`config.mk`:
```
export PLATFORM = sky130hd
export DESIGN_NAME = qnu_square
export DESIGN_NICKNAME = d
export VERILOG_FILES = /design/src/rtl/qnu_pkg.sv /design/src/rtl/qnu_square.sv
export SDC_FILE = /design/constraint.sdc
export NUM_CORES = 2
export LEC_CHECK = 0
export BUFFER_PORTS_ARGS = -buffer_cell sky130_fd_sc_hd__clkbuf_2
export CORE_MARGIN = 4
export CORE_UTILIZATION = 55
export CTS_BUF_LIST = sky130_fd_sc_hd__clkbuf_8
export DETAILED_ROUTE_END_ITERATION = 6
export PLACE_DENSITY_LB_ADDON = 0.15
export SLEW_MARGIN = 20
export SYNTH_ARGS = -nofsm -noshare
export SYNTH_HDL_FRONTEND = slang
export SYNTH_SLANG_ARGS = --single-unit
export TNS_END_PERCENT = 100
```
`constraint.sdc`:
```
create_clock -name clk -period 19.4 [get_ports clk]
set_clock_uncertainty 0.15 [all_clocks]
set_input_delay 0.97 -clock clk [delete_from_list [all_inputs] [get_ports clk]]
set_output_delay 0.97 -clock clk [all_outputs]
set_load 0.05 [all_outputs]
```
`src/rtl/qnu_pkg.sv`:
```
// Shared constants for the quaternion normalize unit.
package qnu_pkg;
	localparam int COMP_WIDTH_DEF = 16;
	localparam int OUT_WIDTH      = 16;
	localparam int OUT_FRAC       = 14;
	localparam int Q_BITS         = OUT_FRAC + 1;
	localparam int LANES          = 4;
	localparam int unsigned UNIT_ONE = 1 << OUT_FRAC;
endpackage

```
`src/rtl/qnu_square.sv`:
```
// Front stages: magnitudes and squares, then sum of squares and initial remainders.
module qnu_square
	import qnu_pkg::*;
#(
	parameter int W  = COMP_WIDTH_DEF,
	parameter int RW = 2 * W + 36
) (
	input  logic                 clk,
	input  logic                 arst_n,
	input  logic                 in_valid,
	input  logic [W-1:0]         comp [LANES],
	output logic                 in_ready,
	input  logic                 next_en,
	output logic                 valid_s2,
	output logic signed [RW-1:0] r_s2 [LANES],
	output logic [RW-1:0]        s_s2,
	output logic [LANES-1:0]     neg_s2,
	output logic                 zero_s2
);
	logic             valid_s1;
	logic [2*W-1:0]   sq_s1 [LANES];
	logic [LANES-1:0] neg_s1;
	logic             en1, en2;
	logic [RW-1:0]    sum;
	logic [W-1:0]     mag [LANES];

	assign en2      = !valid_s2 || next_en;
	assign en1      = !valid_s1 || en2;
	assign in_ready = en1;

	// absolute value of each component, kept at component width
	always_comb begin
		for (int i = 0; i < LANES; i++) begin
			mag[i] = comp[i][W-1] ? W'(~comp[i] + 1'b1) : comp[i];
		end
	end

	// stage 1: absolute values and squares
	always_ff @(posedge clk or negedge arst_n) begin
		if (!arst_n) begin
			valid_s1 <= 1'b0;
		end else if (en1) begin
			valid_s1 <= in_valid;
		end
	end

	always_ff @(posedge clk) begin
		if (en1) begin
			for (int i = 0; i < LANES; i++) begin
				neg_s1[i] <= comp[i][W-1];
				sq_s1[i]  <= mag[i] * mag[i];
			end
		end
	end

	// stage 2: sum of squares and remainder a^2 * 2^30 - S per lane
	always_comb begin
		sum = '0;
		for (int i = 0; i < LANES; i++) begin
			sum = sum + RW'(sq_s1[i]);
		end
	end

	always_ff @(posedge clk or negedge arst_n) begin
		if (!arst_n) begin
			valid_s2 <= 1'b0;
		end else if (en2) begin
			valid_s2 <= valid_s1;
		end
	end

	always_ff @(posedge clk) begin
		if (en2) begin
			s_s2    <= sum;
			zero_s2 <= (sum == '0);
			neg_s2  <= neg_s1;
			for (int i = 0; i < LANES; i++) begin
				r_s2[i] <= $signed((RW'(sq_s1[i]) << (2 * OUT_FRAC + 2)) - sum);
			end
		end
	end
endmodule

```
; ---- Yosys cells after proc, flatten, opt, wreduce, memory -nomap -nowiden
; Memory sizes are Yosys's and may differ from the RTL's.
; Index checks and enable logic that the tools add are counted.
[totals]
in_bits = 68
regBits = 351
n_memories = 1
ram_bits = 128
[memory_table]
columns = memory, depth, word_bits, rd, rd_ports_with_merged_regs, write_ports, line
row1 = sq_s1, 4, 32, 4, 0, 4, qnu_square.sv:21  ; logic [2*W-1:0] sq_s1 [LANES];
[op_classes]
n_bitwise = 4
reduce_logical = 5
n_mux = 6
n_addsub = 11
mul = 4
[ops]
columns = operator, count
row1 = 62-bit by 35-bit subtractor with 63-bit output, 4
row2 = 16-bit by 16-bit multiplier with 32-bit output, 4
row3 = 68-bit zero test, 1
row4 = "16-bit by 1-bit adder with 16-bit output, second input constant", 4
row5 = 16-bit 2-to-1 mux, 4
row6 = 16-bit inverter, 4
row7 = 34-bit by 32-bit adder with 35-bit output, 1
row8 = 33-bit by 32-bit adder with 34-bit output, 1
row9 = 32-bit by 32-bit adder with 33-bit output, 1
row10 = 1-bit zero test, 2
row11 = 1-bit logical OR, 2
row12 = 1-bit 2-to-1 mux, 2

; ---- Longest topological paths before layout
[logic_depth]
ltp_word = 5
mapped_depth = 35
mapped_depth_nobuf = 33

; ---- Worst setup path after synthesis
; No wires, ideal clock.
[synth_path]
path_kind = input to register
startpoint = in comp[16] in the netlist's numbering
endpoint = mem sq_s1[2][31] in the netlist's numbering (data pin)
path_stages = 34
path_buffers = 2
required_time_ns = 18.986
arrival_time_ns = 8.952
setup_slack_ns = 10.034
cell_sequence = clkinv_1 clkbuf_1 ha_1 nand2_1 or3_1 or2_2 o41ai_1 xor2_1 inv_1 clkbuf_1 nand2_1 inv_1 fa_1 inv_1 fa_1 inv_1 fa_1 fa_1 fa_1 inv_1 fa_1 inv_1 ha_1 and2_1 a22o_1 o31ai_1 nand2_1 a311o_1 nand2_1 o2111a_1 nor4_1 a2111o_1 o31ai_1 xnor2_1
[synth_lines]
columns = item, line
row1 = from (decl), qnu_square.sv:11  ; input logic [W-1:0] comp [LANES],
row2 = to (decl), qnu_square.sv:21

==> metrics <==
outcome finished, final reports clean; Primary FF master, synth edfxtp_1; synth warn 0; residual DRC count 0; Required @ worst endpoint 19670 ps; Synth Cell Area 46500 sq um; vias per cell 5.47; Hold Path Class reg2reg; crit-path max cell delay 710 ps; Max-slew headroom 0.260; antenna-violating nets left 0; fmax roughly 100 MHz; cell mode on critical path fa_1; Critical Path Start Type input port; Mean Syn Cell Area 10.0 sq um; Num CTS Buffers 59; grt met2 use 0.469; post-synthesis async set-or-reset flop share 0.00606; initial antenna violation count 5; num ports 415; CTS tree built; Setup WS pre-CTS 8990 ps; post-synthesis compound-gate area fraction 0.0720; Distinct cells, synth slightly above 100; drt first pass iters 5; nets ~6200; core region area 83700 sq um; Post-synth EDFFs 328; final core utilization 0.601; Die Height roughly 300 microns; Routed WL per cell 20.4 microns; PnR worst setup slack between 9000 and 10000 ps; Vias 33700; adder-cell share of the synthesized area 0.424; setup tns final 0 ps; input/output buffers between 300 and 400; Post-CTS Setup Repair Bufs 0; CP Capture Type register; placed instance area 49000 sq um; Slowest-stage cell, CP o311ai_0; post-DP HPWL 106000 microns; first-pass GRT wire length around 200000 microns; remaining global-route overflow 0; met1 Use GR 0.382; critical path arrival ~10000 ps; Synth Register Bits 330; crit path time final 9820 ps; synth-to-layout area growth 8.14%; final hold viol count 0; Resize count post-CTS 0; Total GRT Usage 0.286; Starting Density 0.555; clock sink total 330; clk buf depth 3; proportion of synthesized area in mux cells 0.00113; H-tree depth 2; Seq/Total Area, Yosys 0.213; post-route cell area 50300 sq um; crit-path max FO 17; Setup CP Type in2reg; largest net degree at the start of global routing around 130; clock slew at reported path FFs 70 ps; met3 usage 0.0509; simple-gate portion of the synthesized area 0.117; number of cell rows around 110; RSZ-0062 raised after global routing no; DIE AREA a little under 90000 sq um; Final period util 0.506; DRT Wirelength 126000 microns; Clock Latency Late Sink 690 ps; width of the chip 299 microns; fraction of layout cells with a size suffix above 1 0.113; Worst-Margin Slew 1110 ps; Final Slew Violations 0; total of max-cap violations 0; 1st-iter DRT viols 2488; Root Driver clkbuf_8; largest family of logic cells by synthesized area adder cells; cell count after synthesis 4636; xor/xnor cell area share of the yosys netlist 0.0658; global placer's final weighted congestion 0.956; vias in the first global route 34700; busiest layer in global routing met2; Final Setup Violations 0
registers in the layout (all words and copies together), names as in the netlist:
name and count:
r_s2 162, sq_s1 124, neg_s2 4, zero_s2 1, neg_s1 4, valid_s2 1, valid_s1 1, s_s2 33
critical path: cells and delay by family:
kind | cells | cell delay, ps
buffers and inverters | 8 | 1180
and+or+nand+nor | 6 | 1450
xor gates and xnor gates | 2 | 550
AOI/OAI and AO/OA | 9 | 2670
adders and majority gates | 7 | 3270
Yosys cell counts, drive strengths merged, types with 13 or more instances:
cell | number | share of area
inv | 932 | 0.075
fa | 715 | 0.31
ha | 431 | 0.12
nand2 | 370 | 0.030
nor2 | 349 | 0.028
edfxtp | 328 | 0.21
xnor2 | 184 | 0.035
xor2 | 165 | 0.031
buf | 158 | 0.025
a21oi | 117 | 0.013
nor3 | 90 | 0.010
o21ai | 84 | 0.0090
clkbuf | 65 | 0.0052
a21o | 59 | 0.0096
and2 | 44 | 0.0059
nand3 | 43 | 0.0046
or3 | 43 | 0.0058
nor4 | 42 | 0.0067
nand2b | 34 | 0.0046
o21a | 29 | 0.0047
or2 | 24 | 0.0032
clkinv | 22 | 0.0018
a211oi | 21 | 0.0036
o31ai | 21 | 0.0037
a31oi | 19 | 0.0027
or4 | 19 | 0.0033
and3 | 14 | 0.0019
o21bai | 14 | 0.0023
a211o | 13 | 0.0024
logic make-up after synthesis:
kind of cell | Yosys count
AOI/OAI and AO/OA | 483
buffers and inverters | 1177
DFF | 330
other | 2
muxes | 5
adders and majority gates | 1146
xor gates and xnor gates | 349
and+or+nand+nor | 1144
routing by layer:
metal | routed length (microns) | vias up
met5 | 0 | -
met4 | 6040 | 0
met3 | 9750 | 247
met2 | 59000 | 1338
met1 | 51000 | 16700
li1 | - | 15400
worst paths after layout:
kind	to	startpoint	cells after the start	slack, ps
max in group asynchronous	valid_s2	arst_n	2	18520
max reg2reg	r_s2[115]	sq_s1[0][13]	23	10660
max	sq_s1[3][31]	comp[0]	32	9580
min reg2reg	neg_s2[0]	neg_s1[0]	0	270
min in group asynchronous	valid_s1	arst_n	2	480
min	neg_s2[0]	neg_s1[0]	0	270
cell usage in the layout, fill, tap and decap left out, drive strengths merged, types with 29 or more instances in the layout:
master,instances
inv,947
fa,715
clkbuf,441
ha,431
nand2,370
nor2,349
edfxtp,328
xnor2,184
xor2,165
a21oi,117
nor3,90
o21ai,84
conb,79
a21o,59
clkinv,47
and2,44
nand3,43
or3,43
buf,43
nor4,42
nand2b,34
o21a,29
final cells by class:
type	count	area, sq um
Antenna cell	2	5.00
Clock buffer	61	840
Clock inverter	50	373
Fill cell	7213	33400
Inverter	954	3580
Multi-Input combinational cell	3206	31900
Sequential cell	330	9900
Tap cell	1134	1420
Timing Repair Buffer	424	2250
through the flow:
| stage | hold slack (ps) | instances |
|---|---|---|
| detailed placement | 256 | 6047 |
| finish | 268 | 6161 |
| floorplan | 250 | 4713 |
| global placement | 252 | 6047 |
| global route | 280 | 6160 |
| CTS | 267 | 6159 |
timing repair:
item / CTS / global route
endpoints found under the hold margin: 2 / 0
hold buffers: 1 / 0
setup endpoints to repair: 0 / 0
Power is left out: the tool's default activity adds up to more than one toggle a clock period on the data nets, which glitch-free logic cannot reach.
