## src/rtl/qnu_pkg.sv

```systemverilog
// Shared constants for the quaternion normalize unit.
package qnu_pkg;
	localparam int COMP_WIDTH_DEF = 16;
	localparam int OUT_WIDTH      = 16;
	localparam int OUT_FRAC       = 14;
	localparam int Q_BITS         = OUT_FRAC + 1;
	localparam int LANES          = 4;
	localparam int unsigned UNIT_ONE = 1 << OUT_FRAC;
endpackage

```

## src/rtl/qnu_root_step.sv

```systemverilog
// One bit of the quotient search for all four lanes, shift-and-add only.
module qnu_root_step
	import qnu_pkg::*;
#(
	parameter int W  = COMP_WIDTH_DEF,
	parameter int RW = 2 * W + 36,
	parameter int B  = OUT_FRAC
) (
	input  logic                 clk,
	input  logic                 arst_n,
	input  logic                 en,
	input  logic                 valid_i,
	input  logic signed [RW-1:0] r_i [LANES],
	input  logic [RW-1:0]        v_i [LANES],
	input  logic [Q_BITS-1:0]    q_i [LANES],
	input  logic [RW-1:0]        s_i,
	input  logic [LANES-1:0]     neg_i,
	input  logic                 zero_i,
	output logic                 valid_s1,
	output logic signed [RW-1:0] r_s1 [LANES],
	output logic [RW-1:0]        v_s1 [LANES],
	output logic [Q_BITS-1:0]    q_s1 [LANES],
	output logic [RW-1:0]        s_s1,
	output logic [LANES-1:0]     neg_s1,
	output logic                 zero_s1
);
	logic [RW-1:0] delta [LANES];
	logic [RW-1:0] diff  [LANES];
	logic          take  [LANES];

	// trial t = q | 2^B: (2t-1)^2 S - (2q-1)^2 S = ((2 S q) + S 2^B - S) 2^(B+2)
	always_comb begin
		for (int i = 0; i < LANES; i++) begin
			delta[i] = ((v_i[i] << 1) + (s_i << B) - s_i) << (B + 2);
			diff[i]  = RW'(r_i[i]) - delta[i];
			take[i]  = !q_i[i][OUT_FRAC] && !diff[i][RW-1];
		end
	end

	always_ff @(posedge clk or negedge arst_n) begin
		if (!arst_n) begin
			valid_s1 <= 1'b0;
		end else if (en) begin
			valid_s1 <= valid_i;
		end
	end

	always_ff @(posedge clk) begin
		if (en) begin
			s_s1    <= s_i;
			neg_s1  <= neg_i;
			zero_s1 <= zero_i;
			for (int i = 0; i < LANES; i++) begin
				r_s1[i] <= take[i] ? $signed(diff[i]) : r_i[i];
				v_s1[i] <= take[i] ? (v_i[i] + (s_i << B)) : v_i[i];
				q_s1[i] <= take[i] ? (q_i[i] | Q_BITS'(1 << B)) : q_i[i];
			end
		end
	end
endmodule
```

## config.mk

```make
export PLATFORM = sky130hd
export DESIGN_NAME = qnu_root_step
export DESIGN_NICKNAME = d
export VERILOG_FILES = /design/src/rtl/qnu_pkg.sv /design/src/rtl/qnu_root_step.sv
export SDC_FILE = /design/constraint.sdc
export NUM_CORES = 2
export LEC_CHECK = 0
export BUFFER_PORTS_ARGS = -buffer_cell sky130_fd_sc_hd__buf_2
export CAP_MARGIN = 20
export CELL_PAD_IN_SITES_DETAIL_PLACEMENT = 1
export CELL_PAD_IN_SITES_GLOBAL_PLACEMENT = 2
export CORE_AREA = 2 2 531 533
export DETAILED_ROUTE_END_ITERATION = 16
export DIE_AREA = 0 0 533 535
export GPL_ROUTABILITY_DRIVEN = 0
export MAX_ROUTING_LAYER = met4
export PLACE_DENSITY_LB_ADDON = 0.1
export SETUP_SLACK_MARGIN = 0.4
export SKIP_LAST_GASP = 1
export SLEW_MARGIN = 15
export SYNTH_ARGS = -nofsm -noshare
export SYNTH_HDL_FRONTEND = slang
export SYNTH_SLANG_ARGS = --single-unit
```

## constraint.sdc

```tcl
create_clock -name clk -period 0.9 [get_ports clk]
set_input_delay 0.135 -clock clk [delete_from_list [all_inputs] [get_ports clk]]
set_output_delay 0.135 -clock clk [all_outputs]
set_load 0.02 [all_outputs]
```

### Word level (Yosys, flattened, before mapping)

Index checks and enable logic that the tools add are counted.

* reduce and logical (&&, ||, !) cells: 12
* add/subtract/negate cells: 16
* multiplexer cells: 8

Operator list (number)
* $mux 68: 8
* $add 68x68->68: 4
* $sub 68x68->68: 4
* $add 52x52->52: 4
* $sub 52x52->52: 4
* $logic_not 1->1: 8
* $logic_and 1x1->1: 4

* word-level logic and storage cells: 56
* bits in registers: 678
* input port bits: 681

### Longest topological paths before layout

* word-level depth: 6
* gate-level depth with buffers: 34

### Worst setup path before layout

OpenSTA, ideal clock, no wires.

* kind: input port to flip-flop
* from: input s_i[1]
* to: register r_s1[17] (netlist bit) (data pin)
* data arrival time: 6.576 ns
* stages on the path: 29
* buffers on the path: 3
* required time: 0.640 ns
* setup time: 0.260 ns
* setup slack: -5.935 ns
* cell sequence: inv_1 > ha_1 > ha_1 > inv_1 > fa_1 > nand2b_1 > a21oi_1 > o41ai_1 > o21ai_0 > a21oi_1 > o31ai_1 > o21ai_0 > a21boi_0 > o41ai_1 > o21ai_0 > xnor2_1 > ha_1 > clkbuf_1 > nand2_1 > nor2_1 > and4_1 > nand2_1 > or2_2 > o41a_1 > or3_1 > nand3_1 > buf_2 > buf_2 > mux2_2

* word-level cells in the longest chain between the ends: 6

RTL lines
* start: declaration: RTL line qnu_root_step.sv:16 `input logic [RW-1:0] s_i,`
* $add 52x52->52: RTL line qnu_root_step.sv:34 `delta[i] = ((v_i[i] << 1) + (s_i << B) - s_i) << (B + 2);`
* $sub 52x52->52 *: RTL line qnu_root_step.sv:34
* $sub 68x68->68 *: RTL line qnu_root_step.sv:35 `diff[i] = RW'(r_i[i]) - delta[i];`
* $logic_not 1->1: RTL line qnu_root_step.sv:36 `take[i] = !q_i[i][OUT_FRAC] && !diff[i][RW-1];`
* $logic_and 1x1->1: RTL line qnu_root_step.sv:36
* $mux 68 *: RTL line qnu_root_step.sv:54 `r_s1[i] <= take[i] ? $signed(diff[i]) : r_i[i];`
* end signal: indexed assignment: RTL line qnu_root_step.sv:54
* end: declaration: RTL line qnu_root_step.sv:20 `output logic signed [RW-1:0] r_s1 [LANES],`

Every way passes the cells marked *; elsewhere a longest branch is shown, timed or not.
A chain may end at the register's enable or synchronous reset.

### Final worst setup path

* from: input s_i[17]
* to: register v_s1[163] (netlist bit) (data pin)

* word-level cells in the longest chain between the ends: 6

RTL lines
* $add 52x52->52: RTL line qnu_root_step.sv:34
* $sub 52x52->52 *: RTL line qnu_root_step.sv:34
* $sub 68x68->68 *: RTL line qnu_root_step.sv:35
* $logic_not 1->1 *: RTL line qnu_root_step.sv:36
* $logic_and 1x1->1 *: RTL line qnu_root_step.sv:36
* $mux 68 *: RTL line qnu_root_step.sv:55 `v_s1[i] <= take[i] ? (v_i[i] + (s_i << B)) : v_i[i];`
* end signal: indexed assignment: RTL line qnu_root_step.sv:55
* end: declaration: RTL line qnu_root_step.sv:21 `output logic [RW-1:0] v_s1 [LANES],`

Marked as above.

==> flow_metrics.env <==
export IMPL_netlist_area_leader_share_pct=32.5
export IMPL_arrival_ns=6.56
export IMPL_path_delay_family="buffers and inverters"
export IMPL_die_x_um=533
export IMPL_drive_gt1_share_pct=44.6
export IMPL_path_common_cell="buf_4"
export IMPL_worst_pin_slew_ns=0.857
export IMPL_via_per_inst=4.67
export IMPL_synthesis_nets=8232
export IMPL_setup_violations=1106
export IMPL_syn_area_sq_um=62500
export IMPL_maxSlewHeadroom_pct=42.7
export IMPL_track_usage_pct=27.0
export IMPL_route_detailed_drc=0
export IMPL_comb_power_share_pct=68.7
export IMPL_core_area_sq_um=279000
export IMPL_cts_tree="yes"
export IMPL_hold_viol=184
export IMPL_cp_max_fo=5
export IMPL_wl_per_cell_um=25.6
export IMPL_numCtsBuffers=99
export IMPL_clock_latency_ns=0.82
export IMPL_clk_transition_reported_paths_ns=0.06
export IMPL_htreeDepth=3
export IMPL_drv_cap=0
export IMPL_post_route_min_period_ns=5.98
export IMPL_port_buffers=1358
export IMPL_synth_area_leaders="edfxtp_1 33%, ha_1 13%, fa_1 5.1%, a21oi_1 4.8%, a21o_1 4.7%"
export IMPL_grt_max_degree=58
export IMPL_crit_path_end_kind="register"
export IMPL_violations="hold timing, setup timing"
export IMPL_synth_cells=6723
export IMPL_grt_pass1_vias=75900
export IMPL_status="finished with violations"
export IMPL_grt_pass1_wl_mm=542
export IMPL_die_area_sq_um=285000
export IMPL_drt_iter0_drc=3283
export IMPL_period_share_pct=664
export IMPL_maxSlewViolCount=0
export IMPL_io_pins=1359
export IMPL_synth_largest_area_cell="edfxtp_1"
export IMPL_synth_edf_count=677
export IMPL_final_nets=12900
export IMPL_switching_share_pct=43.0
export IMPL_syn2layout_area_growth_pct=78.1
export IMPL_vias=71400
export IMPL_synth_area_per_cell_sq_um=9.29
export IMPL_fp_dieH_um=535
export IMPL_antenna_found_initial=131
export IMPL_synth_seq_area_share_pct=32.6
export IMPL_p_total_mw=283
export IMPL_synth_cell_types=89
export IMPL_place_area_sq_um=94200
export IMPL_synth_ff_type="edfxtp_1"
export IMPL_fin_util_pct=39.9
export IMPL_required_ns=1.48
export IMPL_cts_root_buf="clkbuf_16"
export IMPL_post_dp_hpwl_mm=321
export IMPL_clock_path_buffers=4
export IMPL_row_count=194
export IMPL_cpPeakStageDelay_ns=0.42
export IMPL_seq_power_share_pct=17.3
export IMPL_setup_ws_ns=-5.08
export IMPL_hold_class="in -> reg"
export IMPL_crit_buf_inv=12
export IMPL_p_int_mw=161
export IMPL_power_density_nw_per_um2=2540
export IMPL_design_area_sq_um=111000
export IMPL_grt_remaining_overflow=0
export IMPL_start_util_pct=22.4
export IMPL_fin_hold_ws_ns=-0.349
export IMPL_p_sw_mw=122
export IMPL_async_flop_share_pct=0.147
export IMPL_power_share_clock_pct=14.0
export IMPL_cp_start_kind="input pin"
export IMPL_p_leak_nw=53.6
export IMPL_rrSetupSlack_ns=0.12
export IMPL_rsz0062_at_grt="true"
export IMPL_finClkSkew_ns=0
export IMPL_clock_sinks=678
export IMPL_synth_seq_cells=678
export IMPL_ant_nets=0
export IMPL_firstDrtPassIters=5
export IMPL_drt_wl_total_mm=392
export IMPL_cpMaxStageDelayCell="fa_1"
export IMPL_critical_path_class="in -> reg"
export IMPL_fmax_ghz=0.167
export IMPL_peakVddDrop_mv=1.50
export IMPL_fillers=32300
export IMPL_yosys_warnings=0
[registers in the layout, indices dropped and copies added, names as in the netlist]
signal,count
r_s1,272
v_s1,272
s_s1,68
q_s1,60
neg_s1,4
valid_s1,1
zero_s1,1
[worst paths after layout]
kind                                      start                endpoint  cells after the start
setup / recovery                        s_i[17]     v_s1[163]$_DFFE_PP_                     35
hold / removal                          q_i[29]  q_s1[29]$_SDFFCE_PP1P_                      2
setup reg to reg           valid_s1$_DFFE_PN0P_    valid_s1$_DFFE_PN0P_                      1
hold reg to reg            valid_s1$_DFFE_PN0P_    valid_s1$_DFFE_PN0P_                      1
max in group asynchronous                arst_n    valid_s1$_DFFE_PN0P_                      3
min in group asynchronous                arst_n    valid_s1$_DFFE_PN0P_                      3
[metal layers]
metal / wire length (um) / track usage, % / share of wire, % / up-vias
li1: - / - / - / 34100
met2: 200000 / 48.6 / 51 / 1667
met4: 14300 / 7.95 / 3.7 / 0
met1: 158000 / 30.2 / 40 / 35200
met3: 19700 / 4.88 / 5.0 / 473
met5: 0 / - / 0 / -
[power by group through the flow]
stage	Clock, mW	Combinational [mW]	Sequential (mW)
after global placement	0	152	49.7
after floorplan	0	69.5	57.2
after detailed placement	0	154	49.6
final	39.6	194	49.0
after global routing	41.8	208	49.5
after CTS	41.0	178	49.2
[repair_timing]
action	in CTS	in global routing
setup buffers	131	59
hold endpoints to repair	925	278
setup endpoints to repair	1108	1109
hold buffers	598	1
resized for setup	538	678
pin swaps	202	303
cloned	38	25
[cells in the final DEF, fill, tap and decap left out, types with 113 or more instances in the layout]
master         count
nor2_1           268
clkbuf_16        118
xor2_1           277
xnor2_1          278
edfxtp_1         677
buf_4           2551
inv_1            605
fa_1             157
nand2_1          431
o21ai_2          165
o21ai_0          284
dlygate4sd3_1    599
ha_1             627
a21oi_1          536
buf_12           132
nand3_1          113
buf_2           1345
a21o_1           394
o21ai_1          133
[stage by stage]
| step | std cells | setup WS (ns) | TNS (ns) |
|---|---|---|---|
| after detailed placement | 14200 | -6.61 | -2816.00 |
| final | 15300 | -5.08 | -2501.17 |
| after floorplan | 6723 | -5.19 | -2104.37 |
| after CTS | 15100 | -4.95 | -2533.61 |
| after global placement | 14200 | -6.49 | -2762.53 |
| after global routing | 15300 | -5.22 | -2630.18 |
[Yosys cell counts (9+ instances only)]
library cell  instances
mux2_4               30
or3_1                26
inv_1               619
o31a_1               15
nor2b_1              77
nand2_1             604
o2111ai_1             9
o41ai_1              19
clkbuf_1            136
nand2b_1            104
a21boi_0             14
o21a_1               55
a41oi_1               9
a211oi_1             49
o211ai_1             29
and2_1               28
a311oi_1             13
o31ai_1              43
a31o_2               13
nand4_1              83
a21oi_1             604
buf_2                34
a2111oi_0            13
a31oi_1              66
xor2_1              282
o21ai_0             591
nand3_1             116
a221o_1              11
or2_2                16
o21bai_1            107
ha_1                668
edfxtp_1            677
fa_1                160
mux2i_1              38
a221oi_1             22
mux2_2               67
and4_1               22
nor2_1              285
and3_1               47
a211o_1              12
a21o_1              394
xnor2_1             289
nor3_1               74
nor4_1               20
[kinds of logic (layout without fill, tap and decap cells)]
logic type,count (synthesis),after routing,synth area share (%)
AO/OA/AOI/OAI,2171,2171,21.7
AND/OR/NAND/NOR,1535,1536,11.6
adder cells (fa/ha/maj),828,828,18.5
multiplexers,136,136,2.56
other,0,78,0
flip-flops,678,678,32.6
buffers and inverters,803,5576,4.98
XOR/XNOR,572,572,8.03
[area by class of cell]
cell class | instances | area (sq um) | area share, %
antenna | 78 | 195 | 0.175
multi-input combinational | 5243 | 43100 | 38.8
tap | 3724 | 4660 | 4.19
sequential | 678 | 20400 | 18.3
clock buffer | 109 | 2510 | 2.26
clock inverter | 67 | 602 | 0.541
timing repair buffer | 4781 | 37500 | 33.7
inverter | 619 | 2340 | 2.11
Power figures use the tool's default switching activity.
